===== config.mk =====
export PLATFORM = sky130hd
export DESIGN_NAME = ptc_back
export DESIGN_NICKNAME = d
export VERILOG_FILES = /design/src/rtl/ptc_pkg.sv /design/src/rtl/ptc_back.sv
export SDC_FILE = /design/constraint.sdc
export NUM_CORES = 2
export LEC_CHECK = 0
export ABC_AREA = 0
export BUFFER_PORTS_ARGS = -buffer_cell sky130_fd_sc_hd__buf_2
export CELL_PAD_IN_SITES_DETAIL_PLACEMENT = 0
export CELL_PAD_IN_SITES_GLOBAL_PLACEMENT = 2
export CORE_ASPECT_RATIO = 1.2
export CORE_UTILIZATION = 36
export DETAILED_ROUTE_END_ITERATION = 10
export GPL_TIMING_DRIVEN = 0
export PLACE_DENSITY_LB_ADDON = 0.1
export SYNTH_ARGS = -nofsm -noshare
export SYNTH_HDL_FRONTEND = slang
export SYNTH_SLANG_ARGS = --single-unit

===== constraint.sdc =====
create_clock -name clk -period 6.56 [get_ports clk]
set_clock_uncertainty 0.15 [all_clocks]
set_input_delay 1.312 -clock clk [delete_from_list [all_inputs] [get_ports clk]]
set_output_delay 1.312 -clock clk [all_outputs]
set_load 0.1 [all_outputs]

===== src/rtl/ptc_pkg.sv =====
// ----------------------------------------------------------------------------
// ptc_pkg
// Shared types, constants and arithmetic helpers for the pressure and
// temperature compensation pipeline.
// ----------------------------------------------------------------------------
package ptc_pkg;

    localparam int RawW    = 20;
    localparam int WordW   = 32;
    localparam int CfgW    = 64;
    localparam int DivW    = 32;

    typedef enum logic [1:0] {
        REG_TEMP_CAL     = 2'd0,
        REG_PRESS_LOW    = 2'd1,
        REG_PRESS_HIGH   = 2'd2,
        REG_PRESS_LAST   = 2'd3
    } reg_index_t;

    typedef struct packed {
        logic [RawW-1:0] raw_temperature;
        logic [RawW-1:0] raw_pressure;
    } sample_t;

    typedef struct packed {
        logic signed [WordW-1:0] temperature_centi;
        logic [WordW-1:0]        pressure_pa;
        logic                    pressure_valid;
    } result_t;

    // Calibration words, extended to 32 bits (t1 and p1 zero extended, the rest sign extended)
    typedef struct packed {
        logic [WordW-1:0] t1, t2, t3;
        logic [WordW-1:0] p1, p2, p3, p4, p5, p6, p7, p8, p9;
    } calib_t;

    // Arithmetic shift right on a 32-bit word
    function automatic logic [WordW-1:0] asr(input logic [WordW-1:0] v,
                                             input int unsigned s);
        logic signed [WordW-1:0] t;
        t = signed'(v);
        return WordW'(unsigned'(t >>> s));
    endfunction

    function automatic logic [WordW-1:0] sx16(input logic [15:0] w);
        return {{16{w[15]}}, w};
    endfunction

endpackage


===== src/rtl/ptc_back.sv =====
// ----------------------------------------------------------------------------
// ptc_back
// Post-divide pressure correction with p7, p8, p9 in register stages.
// ----------------------------------------------------------------------------
module ptc_back
    import ptc_pkg::*;
(
    input  logic             clk,
    input  logic             rst_n,
    input  logic             in_valid,
    input  logic [WordW-1:0] quotient,
    input  logic             pre_double,
    input  logic             zero_div,
    input  logic [WordW-1:0] temp_in,
    input  calib_t           cal,
    output logic             out_valid,
    output result_t          result
);

    logic [3:0] v_reg;
    logic [WordW-1:0] s1_p_reg, s1_sq_reg, s1_b_reg, s1_t_reg;
    logic [WordW-1:0] s2_p_reg, s2_a_reg, s2_b_reg, s2_t_reg;
    logic [WordW-1:0] s3_p_reg, s3_t_reg;
    logic [WordW-1:0] s4_p_reg, s4_t_reg;
    logic [3:0]       z_reg;

    logic [WordW-1:0] p0, p3;
    assign p0 = pre_double ? (quotient << 1) : quotient;
    assign p3 = p0 >> 3;

    // Advance valid and divisor-zero flags
    always_ff @(posedge clk or negedge rst_n)
    begin
        if (!rst_n)
        begin
            v_reg <= '0;
            z_reg <= '0;
        end
        else
        begin
            v_reg <= {v_reg[2:0], in_valid};
            z_reg <= {z_reg[2:0], zero_div};
        end
    end

    always_ff @(posedge clk)
    begin
        s1_p_reg  <= p0;
        s1_sq_reg <= p3 * p3;
        s1_b_reg  <= (p0 >> 2) * cal.p8;
        s1_t_reg  <= temp_in;

        s2_p_reg  <= s1_p_reg;
        s2_a_reg  <= cal.p9 * (s1_sq_reg >> 13);
        s2_b_reg  <= asr(s1_b_reg, 13);
        s2_t_reg  <= s1_t_reg;

        s3_p_reg  <= s2_p_reg + asr(asr(s2_a_reg, 12) + s2_b_reg + cal.p7, 4);
        s3_t_reg  <= s2_t_reg;

        s4_p_reg  <= z_reg[2] ? '0 : s3_p_reg;
        s4_t_reg  <= s3_t_reg;
    end

    assign out_valid                = v_reg[3];
    assign result.temperature_centi = signed'(s4_t_reg);
    assign result.pressure_pa       = s4_p_reg;
    assign result.pressure_valid    = ~z_reg[3];

endmodule


## Yosys cells after proc, flatten, opt, wreduce, memory -nomap -nowiden

Cells that the tools add are included.

- Output and inout port bits: 66
- Register bits after elaboration: 379

- $mul: 3
- $add $sub $neg: 3
- Mux-type cells: 1
- Bitwise logic cells: 1

Operators with widths:

| cell | count |
|---|---|
| $add 32x32->32 | 2 |
| $mul 29x29->32 | 1 |
| $mul 30x32->32 | 1 |
| $mul 32x19->32 | 1 |
| $mux 32 | 1 |
| $add 20x19->21 | 1 |
| $not 1->1 | 1 |

## Depth between registers and ports, before layout

- Depth after elaboration: 3
- Depth in mapped cells: 35
- Depth with buffers taken out: 31

## Worst setup path before layout

Ideal clock, no wire load.

- Path type: input to register
- From: in pre_double
- To: reg s1_sq_reg[31]
- Path buffers: 4
- Cell stages on the path: 29
- Data required time: 6338 ps
- Arrival time: 8694 ps
- Path slack: -2356 ps
- Path through: buf_6 -> buf_6 -> mux2i_1 -> clkbuf_1 -> clkbuf_1 -> nor2_1 -> fa_1 -> fa_1 -> fa_1 -> inv_1 -> fa_1 -> inv_1 -> fa_1 -> inv_1 -> fa_1 -> inv_1 -> fa_1 -> fa_1 -> ha_1 -> o21a_1 -> o2bb2ai_1 -> nor2b_1 -> o21ai_0 -> o21ai_1 -> a31oi_2 -> a21oi_2 -> and4_4 -> a2111oi_4 -> xnor2_1

- Longest elaborated chain between the ends: 2

Ends and longest elaborated chain:

| what | RTL line | text |
|---|---|---|
| from (decl) | ptc_back.sv:12 | `input logic pre_double,` |
| $mux 32 | ptc_back.sv:28 | `assign p0 = pre_double ? (quotient << 1) : quotient;` |
| $mul 29x29->32 | ptc_back.sv:49 | `s1_sq_reg <= p3 * p3;` |
| to (signal assigned) | ptc_back.sv:49 |  |
| to (decl) | ptc_back.sv:21 | `logic [WordW-1:0] s1_p_reg, s1_sq_reg, s1_b_reg, s1_t_reg;` |

No other way between the ends.
A chain may end at the register's enable or synchronous reset.

## Final worst setup path

- From: in pre_double
- To: reg s1_b_reg[31]

- Longest elaborated chain between the ends: 2

Ends and longest elaborated chain:

| what | RTL line | text |
|---|---|---|
| $mux 32 | ptc_back.sv:28 |  |
| $mul 30x32->32 | ptc_back.sv:50 | `s1_b_reg <= (p0 >> 2) * cal.p8;` |
| to (signal assigned) | ptc_back.sv:50 |  |
| to (decl) | ptc_back.sv:21 |  |

No other way between the ends.

==> impl_results.md <==
* Netlist cell types at 85
* Synth warn at 0
* Critical Path Sink Type: flip-flop
* Die W at ~350 um
* TritonCTS Buffers at 34
* Largest net degree at the start of global routing at 17
* Layer with the highest usage: met2
* Drt via density at approximately 4.7
* Fin area at around 0.062 mm2
* Clock Sinks at 341
* CP Data Required Time at 6.88 ns
* Status: finished, violations left
* Layout cells sized above 1 at a little under a fifth
* Async S/R FF share, synth at 2.346%
* Post-synth top area share at between 40% and 50%
* IO Count at 519
* Layout Nets at just under 8000
* Root Buffer: clkbuf_16
* R2r setup slk at ~0.13 ns
* Crit path launch: pre_double
* Fmax at ~0.12 GHz
* WL final at 177200 um
* Final Max Slew Viols at 0
* Placer congestion estimate at a little under 0.9
* Die H at about 420 um
* Mapped Area at 0.05122 mm2
* HP Class: flip-flop to flip-flop
* Post-synth EDFFs at 0
* Skew-Pair Late Insertion Delay at 0.55 ns
* Max cap viols at 0
* Reg2Reg Launch Point: s1_sq_reg[15]
* Setup crit end: s1_b_reg[31]
* Site Rows at roughly 150
* Slowest cell on crit path: xnor2_4
* Largest area contributor in the netlist: fa_1
* Prevailing post-synth register cell: dfxtp_1
* Max transition margin at 21.72%
* Syn_area_per_cell at between 9 and 10 um2
* GR Util All Layers at between 20% and 30%
* Cell mode on critical path: buf_4
* Reg2reg path depth at 23
* Global-route wire length before repair at between 200000 and 300000 um
* Worst-path clk slew at 0.07 ns
* Placed standard-cell area at 0.05550 mm2
* Initial antenna violation count at 9
* Hold depth at 0
* Final Worst Setup Slack at -1.661 ns
* #FFs+latches synth at 341
* Worst-margin pin slew at between 1 and 1.5 ns
* CTS tree: done
* CP Class: primary input to flip-flop
* Final Critical Period at 8.221 ns
* Failing checks: setup timing
* CP arrival at around 8.5 ns
* Synth area leaders: fa_1 44%, dfxtp_1 13%, inv_1 9.4%
* Startpoint types: primary input
* RSZ-0062 raised after global routing: yes
* Area grow syn2layout at 21.82%
* Largest stage delay on the critical path at roughly 0.33 ns
* Filler cell count at roughly 14000
* Area of the die at between 0.1 and 0.15 mm2
* Via Count at roughly 37000
* Detailed Route Iter0 Violations at about 1800
* Hold Vio Cnt, Final at 0
* Max clock buf depth at 3
* Number of global-route vias before repair at approximately 41000
* DRT Pass-1 Iters at 7
* Detailed placement HPWL at between 100000 and 150000 um
* Seq/Total Area, Yosys at 13.41%
* Global-route met2 utilization at between 40% and 50%
* CP max FO at 6
* Remaining Overflow, GRT at 0
* Setup_tns at -46.65 ns
* Multi-input logic area at a little over 0.04 mm2
* Register area at between 0.006 and 0.007 mm2
* H-tree lvl count at 2
* Met3 GRT Util at roughly 3%
* Place WS at -4.176 ns
* Antenna-violating nets left at 0
* Syn Nets at 7340
* R2r endpoint: s2_a_reg[31]
* Number of remaining DRC errors at 0
* Global routing usage on met1 at slightly above 30%
* Port bufs at 213
* Core area at 0.1411 mm2
* Cells after Synth at ~5400
* Initial Util at approximately 36%
* Routed wire length per instance at around 23 um
* Crit share post-route at 125.3%
* Setup-failing EPs final at 38
==> stage by stage <==
stage | util (%) | hold WS, ns | std cells
finish | 44.21 | 0.1499 | 7793
global route | 44.20 | 0.1519 | 7791
CTS | 43.50 | 0.1437 | 7748
detailed placement | 39.32 | 0.1621 | 7432
global placement | 39.32 | 0.1600 | 7432
floorplan | - | 0.1596 | 5383
==> cell usage in the layout, fill, tap and decap left out, drive strengths merged, types with 8 or more instances in the layout <==
cell,n
nand2,686
buf,538
and2,432
a211oi,13
clkinv,13
clkbuf,221
mux2i,28
o21bai,16
dfxtp,333
a21o,37
dfrtp,8
inv,1286
and3,13
xor2,50
clkinvlp,12
nor2,205
nor3,31
nand3,14
nand4,11
a21oi,91
nand2b,15
fa,1118
a31oi,11
xnor2,182
o21ai,47
nor2b,57
o21a,22
ha,386
==> cell type report <==
cell class	instances	area share (%)
clock buffer	41	1.454
multi-input combinational	3540	65.28
buffer	190	3.945
inverter	1295	7.908
timing repair buffer	528	6.229
sequential	341	11.03
clock inverter	20	0.4613
antenna	2	0.008022
tap	1836	3.682
==> critical path: cells and delay by family <==
family	cells	cell delay, ns
buffers and inverters	46	5.57
multiplexers	1	0.24
XOR/XNOR	7	1.32
AND/OR/NAND/NOR	1	0.06
==> logic make-up (layout without fill, tap and decap cells) <==
group | count (synthesis) | count (layout) | share of synthesized area, %
flip-flops | 341 | 341 | 13.41
multiplexers | 31 | 31 | 0.7720
other | 0 | 2 | 0
adder cells (fa/ha/maj) | 1504 | 1504 | 53.13
XOR/XNOR | 232 | 232 | 3.982
AND/OR/NAND/NOR | 1490 | 1490 | 13.85
buffers and inverters | 1502 | 2074 | 11.06
AO/OA/AOI/OAI | 283 | 283 | 3.804
==> what timing repair did <==
item / 4_1_cts / 5_1_grt
hold buffers: 0 / 0
gates resized for setup: 568 / 166
buffers inserted: 268 / 56
pin swaps: 146 / 145
endpoints found under the setup margin: 63 / 54
gates cloned: 2 / 1
==> worst min-delay path by stage <==
| stage | from | to | slack, ns |
|---|---|---|---|
| 2_1_floorplan | s1_b_reg[13] | s2_b_reg[0] | 0.16 |
| 3_3_place_gp | s2_t_reg[19] | s3_t_reg[19] | 0.16 |
| 3_5_place_dp | s1_b_reg[31] | s2_b_reg[18] | 0.16 |
| 4_1_cts | s1_t_reg[16] | s2_t_reg[16] | 0.14 |
| 5_1_grt | s2_t_reg[28] | s3_t_reg[28] | 0.15 |
| 6_report | s1_t_reg[16] | s2_t_reg[16] | 0.15 |
==> cells in the mapped netlist (15+ instances only) <==
master and instances:
nor2b_1 57, and2_1 432, o21a_1 22, inv_1 1287, xor2_1 49, nor3_1 31
dfxtp_1 333, o21bai_1 16, fa_1 1118, mux2i_1 18, nand2_1 685, clkbuf_1 199
a21oi_1 88, nor2_1 205, ha_1 386, o21ai_0 42, nand2b_1 15, a21o_1 37
xnor2_1 182
==> metal layers <==
metal	part of all wire, %	up-vias	wire (um)
met3	4.3	254	7558
met2	51	838	89680
met5	0.035	-	62
met1	41	18850	72200
met4	4.3	10	7682
li1	-	16760	-
Power is not shown: default switching activity piles up to over one toggle a cycle in this logic, so the estimate is an artifact.
